File: src/hdl/sdcd_pkg.sv
// Shared constants, types and tables for the SD/MMC card clock divider selector.
package sdcd_pkg;

	localparam int REQ_W    = 31;
	localparam int WORD_W   = 32;
	localparam int HZ_W     = 32;
	localparam int PDIV_W   = 2;
	localparam int MDIV_W   = 4;

	localparam logic [HZ_W-1:0]  OSC_HZ       = 32'd24_000_000;
	localparam logic [REQ_W-1:0] OSC_LIMIT_HZ = 31'd12_000_000;
	// 24 MHz / 2, the PLL numerator unit once the final halving is folded in
	localparam logic [HZ_W-1:0]  PLL_HALF_HZ  = 32'd12_000_000;

	typedef struct packed {
		logic [2:0] sh;
		logic [2:0] odd;
	} kdiv_t;

	// k = (M+1)*(P+1) split into 2^sh * odd; odd is always 1, 3, 5 or 7
	function automatic kdiv_t split_k(input logic [4:0] k);
		kdiv_t r;
		begin
			case (k)
				5'd1:    r = '{sh: 3'd0, odd: 3'd1};
				5'd2:    r = '{sh: 3'd1, odd: 3'd1};
				5'd3:    r = '{sh: 3'd0, odd: 3'd3};
				5'd4:    r = '{sh: 3'd2, odd: 3'd1};
				5'd5:    r = '{sh: 3'd0, odd: 3'd5};
				5'd6:    r = '{sh: 3'd1, odd: 3'd3};
				5'd7:    r = '{sh: 3'd0, odd: 3'd7};
				5'd8:    r = '{sh: 3'd3, odd: 3'd1};
				5'd10:   r = '{sh: 3'd1, odd: 3'd5};
				5'd12:   r = '{sh: 3'd2, odd: 3'd3};
				5'd14:   r = '{sh: 3'd1, odd: 3'd7};
				5'd16:   r = '{sh: 3'd4, odd: 3'd1};
				default: r = '{sh: 3'd0, odd: 3'd1};
			endcase
			return r;
		end
	endfunction

	// floor(2^32 / odd), or 2^32 - 1 for odd of 1; the estimate is at most one low
	function automatic logic [31:0] recip(input logic [2:0] odd);
		logic [31:0] r;
		begin
			case (odd)
				3'd3:    r = 32'h5555_5555;
				3'd5:    r = 32'h3333_3333;
				3'd7:    r = 32'h2492_4924;
				default: r = 32'hFFFF_FFFF;
			endcase
			return r;
		end
	endfunction

endpackage

File: src/hdl/sdcd_req_if.sv
// Request channel: valid/ready handshake carrying the requested card clock rate.
interface sdcd_req_if;
	logic                          valid;
	logic                          ready;
	logic [sdcd_pkg::REQ_W-1:0]    req_hz;

	modport source (output valid, output req_hz, input ready);
	modport sink   (input valid, input req_hz, output ready);
endinterface

File: src/hdl/sdcd_rsp_if.sv
// Result channel: valid/ready handshake carrying the clock register word and its fields.
interface sdcd_rsp_if;
	logic                          valid;
	logic                          ready;
	logic [sdcd_pkg::WORD_W-1:0]   clk_word;
	logic                          clk_source;
	logic [sdcd_pkg::PDIV_W-1:0]   pre_div_exp;
	logic [sdcd_pkg::MDIV_W-1:0]   div_m_minus_one;
	logic [sdcd_pkg::HZ_W-1:0]     parent_hz;

	modport source (output valid, output clk_word, output clk_source, output pre_div_exp,
		output div_m_minus_one, output parent_hz, input ready);
	modport sink   (input valid, input clk_word, input clk_source, input pre_div_exp,
		input div_m_minus_one, input parent_hz, output ready);
endinterface

File: src/hdl/sdmmc_clock_divider_select.sv
// Top level: pipelined SD/MMC card clock divider selection.
//
// Usage:
//   req  - request channel (valid/ready), req_hz = wanted card clock in Hz.
//          A request of zero is accepted and produces no result.
//   rsp  - result channel (valid/ready): clock register word with gate bit,
//          plus source, P, M-1 and the parent clock rate.
//   cfg_we/cfg_wdata - write of the peripheral PLL control word; only
//          change it while no request is in flight.
// Throughput: one request per cycle while rsp is not stalled; eight register stages (PLL rate by
//   reciprocal multiply in stages 1-3, 8-bit restoring divide two quotient
//   bits per stage in 4-7, P/M encode into the output register in 8).
// Stalls: each stage holds while the next is full and blocked; bubbles
//   collapse, so req.ready drops only when all stages hold data and rsp
//   is stalled. Nothing is dropped or repeated.
// Reset: arst_n clears all stage valid bits and the PLL control word to 0.
module sdmmc_clock_divider_select (
	input  logic                    clk,
	input  logic                    arst_n,
	input  logic                    cfg_we,
	input  logic [31:0]             cfg_wdata,
	sdcd_req_if.sink                req,
	sdcd_rsp_if.source              rsp
);

	logic [31:0] cfg_q;

	logic vld_s1, vld_s2, vld_s3, vld_s4, vld_s5, vld_s6, vld_s7, vld_s8;
	logic adv_s1, adv_s2, adv_s3, adv_s4, adv_s5, adv_s6, adv_s7, adv_s8;

	logic [sdcd_pkg::REQ_W-1:0] req_s1, req_s2;
	logic                       src_s1, src_s2, src_s3, src_s4, src_s5, src_s6, src_s7;
	logic [31:0]                y_s1, y_s2;
	logic [2:0]                 odd_s1, odd_s2;
	logic [31:0]                qe_s2;
	logic [31:0]                par_s3, par_s4, par_s5, par_s6, par_s7;
	logic [31:0]                den_s3, den_s4, den_s5, den_s6;
	logic [31:0]                rem_s4, rem_s5, rem_s6;
	logic [7:0]                 q_s4, q_s5, q_s6, q_s7;
	logic                       sat_s4, sat_s5, sat_s6, sat_s7;

	logic [sdcd_pkg::WORD_W-1:0] word_s8;
	logic                        src_s8;
	logic [1:0]                  p_s8;
	logic [3:0]                  mm1_s8;
	logic [31:0]                 par_s8;

	function automatic logic [32:0] div_step(input logic [31:0] rem, input logic [31:0] den,
		input logic [2:0] sh);
		logic [39:0] dsh;
		begin
			dsh = {8'd0, den} << sh;
			if ({8'd0, rem} >= dsh) begin
				return {1'b1, rem - dsh[31:0]};
			end else begin
				return {1'b0, rem};
			end
		end
	endfunction

	// stage 1: PLL numerator and divisor split
	logic [8:0]           n_p1;
	logic [4:0]           k_c;
	sdcd_pkg::kdiv_t      kd_c;
	logic [31:0]          xnum_c;

	assign n_p1   = {1'b0, cfg_q[15:8]} + 9'd1;
	assign k_c    = {1'b0, {1'b0, cfg_q[18:16]} + 4'd1} << cfg_q[1];
	assign kd_c   = sdcd_pkg::split_k(k_c);
	assign xnum_c = sdcd_pkg::PLL_HALF_HZ * {23'd0, n_p1};

	// stage 2: reciprocal multiply
	logic [63:0] prod_c;
	assign prod_c = {32'd0, y_s1} * {32'd0, sdcd_pkg::recip(odd_s1)};

	// stage 3: quotient correction and parent select
	logic [35:0] qo_c;
	logic [31:0] r_c, pll_c;
	assign qo_c  = {4'd0, qe_s2} * {33'd0, odd_s2};
	assign r_c   = y_s2 - qo_c[31:0];
	assign pll_c = qe_s2 + {31'd0, (r_c >= {29'd0, odd_s2})};

	// stages 4-7: quotient bits 7..0
	logic [32:0] st7_c, st6_c, st5_c, st4_c, st3_c, st2_c, st1_c, st0_c;
	assign st7_c = div_step(par_s3, den_s3, 3'd7);
	assign st6_c = div_step(st7_c[31:0], den_s3, 3'd6);
	assign st5_c = div_step(rem_s4, den_s4, 3'd5);
	assign st4_c = div_step(st5_c[31:0], den_s4, 3'd4);
	assign st3_c = div_step(rem_s5, den_s5, 3'd3);
	assign st2_c = div_step(st3_c[31:0], den_s5, 3'd2);
	assign st1_c = div_step(rem_s6, den_s6, 3'd1);
	assign st0_c = div_step(st1_c[31:0], den_s6, 3'd0);

	// stage 8: P and M encode
	logic [7:0] qf_c, div_c;
	logic [1:0] p_c;
	logic [8:0] m9_c;
	logic [4:0] m_c;
	assign qf_c  = sat_s7 ? 8'hFF : q_s7;
	assign div_c = (qf_c == 8'd0) ? 8'd1 : qf_c;
	always_comb begin
		if (div_c <= 8'd16) begin
			p_c = 2'd0;
		end else if (div_c <= 8'd32) begin
			p_c = 2'd1;
		end else if (div_c <= 8'd64) begin
			p_c = 2'd2;
		end else begin
			p_c = 2'd3;
		end
	end
	assign m9_c = ({1'b0, div_c} + ((9'd1 << p_c) - 9'd1)) >> p_c;
	assign m_c  = (m9_c > 9'd16) ? 5'd16 : m9_c[4:0];

	// stall chain
	assign adv_s8 = !vld_s8 || rsp.ready;
	assign adv_s7 = !vld_s7 || adv_s8;
	assign adv_s6 = !vld_s6 || adv_s7;
	assign adv_s5 = !vld_s5 || adv_s6;
	assign adv_s4 = !vld_s4 || adv_s5;
	assign adv_s3 = !vld_s3 || adv_s4;
	assign adv_s2 = !vld_s2 || adv_s3;
	assign adv_s1 = !vld_s1 || adv_s2;
	assign req.ready = adv_s1;

	always_ff @(posedge clk or negedge arst_n) begin
		if (!arst_n) begin
			cfg_q  <= '0;
			vld_s1 <= 1'b0;
			vld_s2 <= 1'b0;
			vld_s3 <= 1'b0;
			vld_s4 <= 1'b0;
			vld_s5 <= 1'b0;
			vld_s6 <= 1'b0;
			vld_s7 <= 1'b0;
			vld_s8 <= 1'b0;
		end else begin
			if (cfg_we) begin
				cfg_q <= cfg_wdata;
			end
			if (adv_s1) vld_s1 <= req.valid && (req.req_hz != '0);
			if (adv_s2) vld_s2 <= vld_s1;
			if (adv_s3) vld_s3 <= vld_s2;
			if (adv_s4) vld_s4 <= vld_s3;
			if (adv_s5) vld_s5 <= vld_s4;
			if (adv_s6) vld_s6 <= vld_s5;
			if (adv_s7) vld_s7 <= vld_s6;
			if (adv_s8) vld_s8 <= vld_s7;
		end
	end

	always_ff @(posedge clk) begin
		if (adv_s1) begin
			req_s1 <= req.req_hz;
			src_s1 <= req.req_hz > sdcd_pkg::OSC_LIMIT_HZ;
			y_s1   <= xnum_c >> kd_c.sh;
			odd_s1 <= kd_c.odd;
		end
		if (adv_s2) begin
			req_s2 <= req_s1;
			src_s2 <= src_s1;
			y_s2   <= y_s1;
			odd_s2 <= odd_s1;
			qe_s2  <= prod_c[63:32];
		end
		if (adv_s3) begin
			src_s3 <= src_s2;
			par_s3 <= src_s2 ? pll_c : sdcd_pkg::OSC_HZ;
			den_s3 <= {req_s2, 1'b0};
		end
		if (adv_s4) begin
			src_s4 <= src_s3;
			par_s4 <= par_s3;
			den_s4 <= den_s3;
			sat_s4 <= {8'd0, par_s3[31:8]} >= den_s3;
			rem_s4 <= st6_c[31:0];
			q_s4   <= {st7_c[32], st6_c[32], 6'd0};
		end
		if (adv_s5) begin
			src_s5 <= src_s4;
			par_s5 <= par_s4;
			den_s5 <= den_s4;
			sat_s5 <= sat_s4;
			rem_s5 <= st4_c[31:0];
			q_s5   <= {q_s4[7:6], st5_c[32], st4_c[32], 4'd0};
		end
		if (adv_s6) begin
			src_s6 <= src_s5;
			par_s6 <= par_s5;
			den_s6 <= den_s5;
			sat_s6 <= sat_s5;
			rem_s6 <= st2_c[31:0];
			q_s6   <= {q_s5[7:4], st3_c[32], st2_c[32], 2'd0};
		end
		if (adv_s7) begin
			src_s7 <= src_s6;
			par_s7 <= par_s6;
			sat_s7 <= sat_s6;
			q_s7   <= {q_s6[7:2], st1_c[32], st0_c[32]};
		end
		if (adv_s8) begin
			src_s8  <= src_s7;
			p_s8    <= p_c;
			mm1_s8  <= 4'(m_c - 5'd1);
			par_s8  <= par_s7;
			word_s8 <= {1'b1, 6'd0, src_s7, 14'd0, p_c, 4'd0, 4'(m_c - 5'd1)};
		end
	end

	assign rsp.valid           = vld_s8;
	assign rsp.clk_word        = word_s8;
	assign rsp.clk_source      = src_s8;
	assign rsp.pre_div_exp     = p_s8;
	assign rsp.div_m_minus_one = mm1_s8;
	assign rsp.parent_hz       = par_s8;

`ifndef SYNTHESIS
	a_word_fields: assert property (@(posedge clk) disable iff (!arst_n)
		vld_s8 |-> word_s8[31] && (word_s8[24] == src_s8) && (word_s8[9:8] == p_s8)
			&& (word_s8[3:0] == mm1_s8))
		else $error("clock word fields disagree with result fields");

	a_osc_parent: assert property (@(posedge clk) disable iff (!arst_n)
		(vld_s8 && !src_s8) |-> (par_s8 == sdcd_pkg::OSC_HZ))
		else $error("oscillator source with wrong parent rate");

	a_stall_only_full: assert property (@(posedge clk) disable iff (!arst_n)
		!adv_s1 |-> (vld_s1 && vld_s2 && vld_s3 && vld_s4 && vld_s5 && vld_s6 && vld_s7
			&& vld_s8 && !rsp.ready))
		else $error("request stalled with a bubble in the pipeline");

	a_no_zero_req: assert property (@(posedge clk) disable iff (!arst_n)
		vld_s1 |-> (req_s1 != '0))
		else $error("zero request entered the pipeline");

	a_pll_exact: assert property (@(posedge clk) disable iff (!arst_n)
		(vld_s2 && adv_s3) |-> (r_c < {29'd0, odd_s2, 1'b0}))
		else $error("reciprocal estimate off by more than one");
`endif

endmodule
File: src/flat_wrapper.sv
// flat-port wrapper written by rule: the top's interface ports become plain ports
module sdmmc_clock_divider_select_flat 
  (clk, arst_n, cfg_we, cfg_wdata, req_valid, req_req_hz, req_ready, rsp_valid, rsp_clk_word, rsp_clk_source, rsp_pre_div_exp, rsp_div_m_minus_one, rsp_parent_hz, rsp_ready);
  sdcd_req_if req_i ();
  sdcd_rsp_if rsp_i ();
  input  logic clk;
  input  logic arst_n;
  input  logic cfg_we;
  input  logic [31:0] cfg_wdata;
  input wire logic [$bits(req_i.valid)-1:0] req_valid;
  input wire logic [$bits(req_i.req_hz)-1:0] req_req_hz;
  output wire logic [$bits(req_i.ready)-1:0] req_ready;
  output wire logic [$bits(rsp_i.valid)-1:0] rsp_valid;
  output wire logic [$bits(rsp_i.clk_word)-1:0] rsp_clk_word;
  output wire logic [$bits(rsp_i.clk_source)-1:0] rsp_clk_source;
  output wire logic [$bits(rsp_i.pre_div_exp)-1:0] rsp_pre_div_exp;
  output wire logic [$bits(rsp_i.div_m_minus_one)-1:0] rsp_div_m_minus_one;
  output wire logic [$bits(rsp_i.parent_hz)-1:0] rsp_parent_hz;
  input wire logic [$bits(rsp_i.ready)-1:0] rsp_ready;
  assign req_i.valid = req_valid;
  assign req_i.req_hz = req_req_hz;
  assign req_ready = req_i.ready;
  assign rsp_valid = rsp_i.valid;
  assign rsp_clk_word = rsp_i.clk_word;
  assign rsp_clk_source = rsp_i.clk_source;
  assign rsp_pre_div_exp = rsp_i.pre_div_exp;
  assign rsp_div_m_minus_one = rsp_i.div_m_minus_one;
  assign rsp_parent_hz = rsp_i.parent_hz;
  assign rsp_i.ready = rsp_ready;
  sdmmc_clock_divider_select u_core (.clk(clk), .arst_n(arst_n), .cfg_we(cfg_we), .cfg_wdata(cfg_wdata), .req(req_i), .rsp(rsp_i));
endmodule
File: config.mk
export PLATFORM = sky130hd
export DESIGN_NAME = sdmmc_clock_divider_select_flat
export DESIGN_NICKNAME = d
export VERILOG_FILES = /design/src/hdl/sdcd_pkg.sv /design/src/hdl/sdcd_req_if.sv /design/src/hdl/sdcd_rsp_if.sv /design/src/hdl/sdmmc_clock_divider_select.sv /design/src/flat_wrapper.sv
export SDC_FILE = /design/constraint.sdc
export NUM_CORES = 2
export LEC_CHECK = 0
export BUFFER_PORTS_ARGS = -buffer_cell sky130_fd_sc_hd__buf_4
export CORE_ASPECT_RATIO = 0.7
export CORE_MARGIN = 1.5
export CORE_UTILIZATION = 60
export CTS_CLUSTER_SIZE = 20
export DETAILED_ROUTE_END_ITERATION = 6
export PLACE_DENSITY = 0.77
export SLEW_MARGIN = 20
export SYNTH_ARGS = -nofsm -noshare
export SYNTH_HDL_FRONTEND = slang
export SYNTH_SLANG_ARGS = --single-unit
export TNS_END_PERCENT = 50
File: constraint.sdc
create_clock -name clk -period 40.3 [get_ports clk]
set_input_delay 10.075 -clock clk [delete_from_list [all_inputs] [get_ports clk]]
set_output_delay 10.075 -clock clk [all_outputs]
set_load 0.03 [all_outputs]
==> results by group <==
Route
  • Initial DRT Pass Iterations: 6
  • WL final: roughly 190000 um
  • First DRT Iteration DRCs: approximately 5200
  • Wire per inst: 24.2 um
  • Antenna Nets Post-Route: 0
  • Vias: between 40000 and 50000
  • Vias/cell: about 6.0
  • DR DRC count: 0

Synth
  • Synth async-reset ratio: under 10%
  • Syn Inst Count: around 6100
  • Ranking of synthesized cells by area: edfxtp_1 28%, fa_1 24%, ha_1 12%, inv_1 7.2%, xnor2_1 2.6%
  • Synth Flop Type: edfxtp_1
  • Avg Inst Size Synth: ~11 sq um
  • Post-synthesis sequential area ratio: approximately 28%
  • Seq cells post-synth: 615
  • Distinct cell type count after synthesis: between 90 and 100
  • Mapped cell area: ~0.065 sq mm
  • Cell taking the most area after synthesis: edfxtp_1
  • Area share of the largest cell type after synthesis: between 20% and 30%
  • Post-synth EDFFs: slightly below 600
  • Synth warnings: 0

Clocking
  • H-Tree Depth: 2
  • Clk sink count: 615
  • Post-CTS Setup Inserts: 0
  • Latest clock arrival within the worst-skew pair: ~0.67 ns
  • Post-CTS Hold Buffers: 0
  • Post-CTS Resized: 0
  • Cts bufs inserted: 61
  • CTS root buffer: clkbuf_16
  • CTS tree: done
  • CTS Buffer Depth: 3
  • Clk slew on worst S/H paths: approximately 0.060 ns

Placement
  • GP Congestion: just over 1
  • DP HPWL: between 150000 and 200000 um
  • I/O Buffers: 95
  • Placed cell area: around 0.067 sq mm

GRT
  • Total global-route track usage: 34.4%
  • Antenna violations before repair: 15
  • First-pass GRT wire length: 280000 um
  • Vias in the first global route: around 45000
  • Largest net degree at the start of global routing: 89
  • GRT overflow: 0

Timing
  • Fmax: 0.0432 GHz
  • Minimum clock period: ~23 ns
  • Worst slew pin tran: approximately 1.1 ns
  • RSZ-0062 raised after global routing: false
  • Final setup violation count: 0
  • Post-Route Skew: 0.0262 ns
  • Slew margin rel.: between 20% and 30%
  • Final Cycle Share: 57.4%
  • Final TNS setup: 0 ns
  • Final Hold Vio Count: 0
  • Final Slew Violations: 0

Outcome
  • Outcome: finished clean

Floorplanning
  • Die area: about 0.11 sq mm
  • Top-level I/O count: 141
  • Row cnt: 100
  • Die height: around 280 um
  • Initial Utilization: 60.6%
  • Chip width: slightly below 400 um
  • Core area: approximately 0.11 sq mm

Worst setup path
  • Worst Path Class, Setup: in2out
  • CP Capture Type: output port
  • Critical Path AT: between 10 and 15 ns
  • Critical path required time: 30.23 ns
  • R2R setup slack: ~28 ns
  • CP max FO: 43
  • CP Launch Type: input pin

Finish
  • Area growth, synth to finish: 6.98%
  • Proportion of layout cells with a drive suffix above 1: 6.44%
  • Final net count: 7655
  • Most common library cell in the layout ignoring fill and taps: inv_1
  • Most frequent cells in the layout: 1240 x inv_1, 769 x fa_1, 636 x ha_1
  • Post-Layout Inst Area: approximately 0.07 sq mm

Worst hold path
  • Worst hold path class: reg2reg

Job
  • Max-cap violations: 0
[sequential cells by signal (all words and copies together), names as in the netlist, 6 cells and up]
register,flops
u_core.rsp.parent_hz,32
u_core.rem_s5,32
u_core.y_s1,31
u_core.den_s6,31
u_core.den_s4,31
u_core.par_s7,32
u_core.y_s2,31
u_core.rem_s6,32
u_core.par_s5,27
u_core.par_s4,25
u_core.par_s3,32
u_core.cfg_q,12
u_core.q_s6,6
u_core.q_s7,8
u_core.qe_s2,32
u_core.req_s1,31
u_core.req_s2,31
u_core.den_s3,31
u_core.rem_s4,32
u_core.par_s6,29
u_core.den_s5,31
[critical path, cell delays in order]
cell and delay (ns):
buf_4 0.11, nor2b_1 0.34, nand3_4 0.52, nor2_1 0.64, nand3_4 0.35, inv_1 0.27
nand3_4 0.38, buf_4 0.34
[synthesized netlist by cell type (all sizes together) (54+ instances only)]
master  count
a21o      173
a21oi     219
buf        54
clkbuf     84
edfxtp    595
fa        769
ha        638
inv      1243
mux2      151
nand2     359
nand2b     97
nand3      99
nand4      64
nor2      223
nor2b     129
nor3       71
o21a       56
o21ai     179
xnor2     193
xor2       85
[path summary, 6_finish.rpt]
| kind | endpoint | cells past startpoint | from |
|---|---|---|---|
| setup / recovery | req_ready | 8 | rsp_ready |
| setup reg to reg | u_core.qe_s2[28] | 31 | u_core.odd_s1[2] |
| max in group asynchronous | u_core.vld_s3 | 1 | arst_n |
| hold reg to reg | u_core.par_s5[8] | 0 | u_core.par_s4[8] |
| hold / removal | u_core.par_s5[8] | 0 | u_core.par_s4[8] |
| min in group asynchronous | u_core.cfg_q[8] | 1 | arst_n |
[logic make-up after synthesis]
logic type | Yosys count | synth area share [%]
adders and majority gates | 1407 | 36.2
buffers and inverters | 1381 | 8.27
and+or+nand+nor | 1252 | 9.78
AOI/OAI and AO/OA | 958 | 10.0
DFF | 615 | 28.5
xor gates and xnor gates | 278 | 3.77
muxes | 202 | 3.43
other | 2 | 0.0116
[area by class of cell]
type                    instances  area, sq um
clock buffers                  66         1550
inverters                    1243         4670
multi-input cells            4125        41000
flip-flops and latches        615        18400
well taps                    1428         1790
diodes                          7         17.5
repair buffers                134         1010
fillers                      8387        37500
clock inverters                47          597
[through the flow]
step,hold slack [ns],cells,worst slack (ns),util [%]
final,0.414,7665,17.15,64.8
after global routing,0.410,7658,16.87,64.8
after CTS,0.410,7657,17.11,64.8
after detailed placement,0.405,7544,17.19,62.8
after global placement,0.400,7543,17.27,62.8
after floorplan,0.400,6121,12.98,-
[layer usage]
| layer | GRT usage [%] | up-vias | wire [um] |
|---|---|---|---|
| met5 | 0 | - | 13 |
| met4 | 6.04 | 2 | 3180 |
| met3 | 14.3 | 183 | 28700 |
| met2 | 44.5 | 2453 | 70700 |
| met1 | 53.7 | 22800 | 83200 |
| li1 | - | 20500 | - |
Power is left out: the tool's default activity adds up to more than one toggle a clock period on the data nets, which glitch-free logic cannot reach.
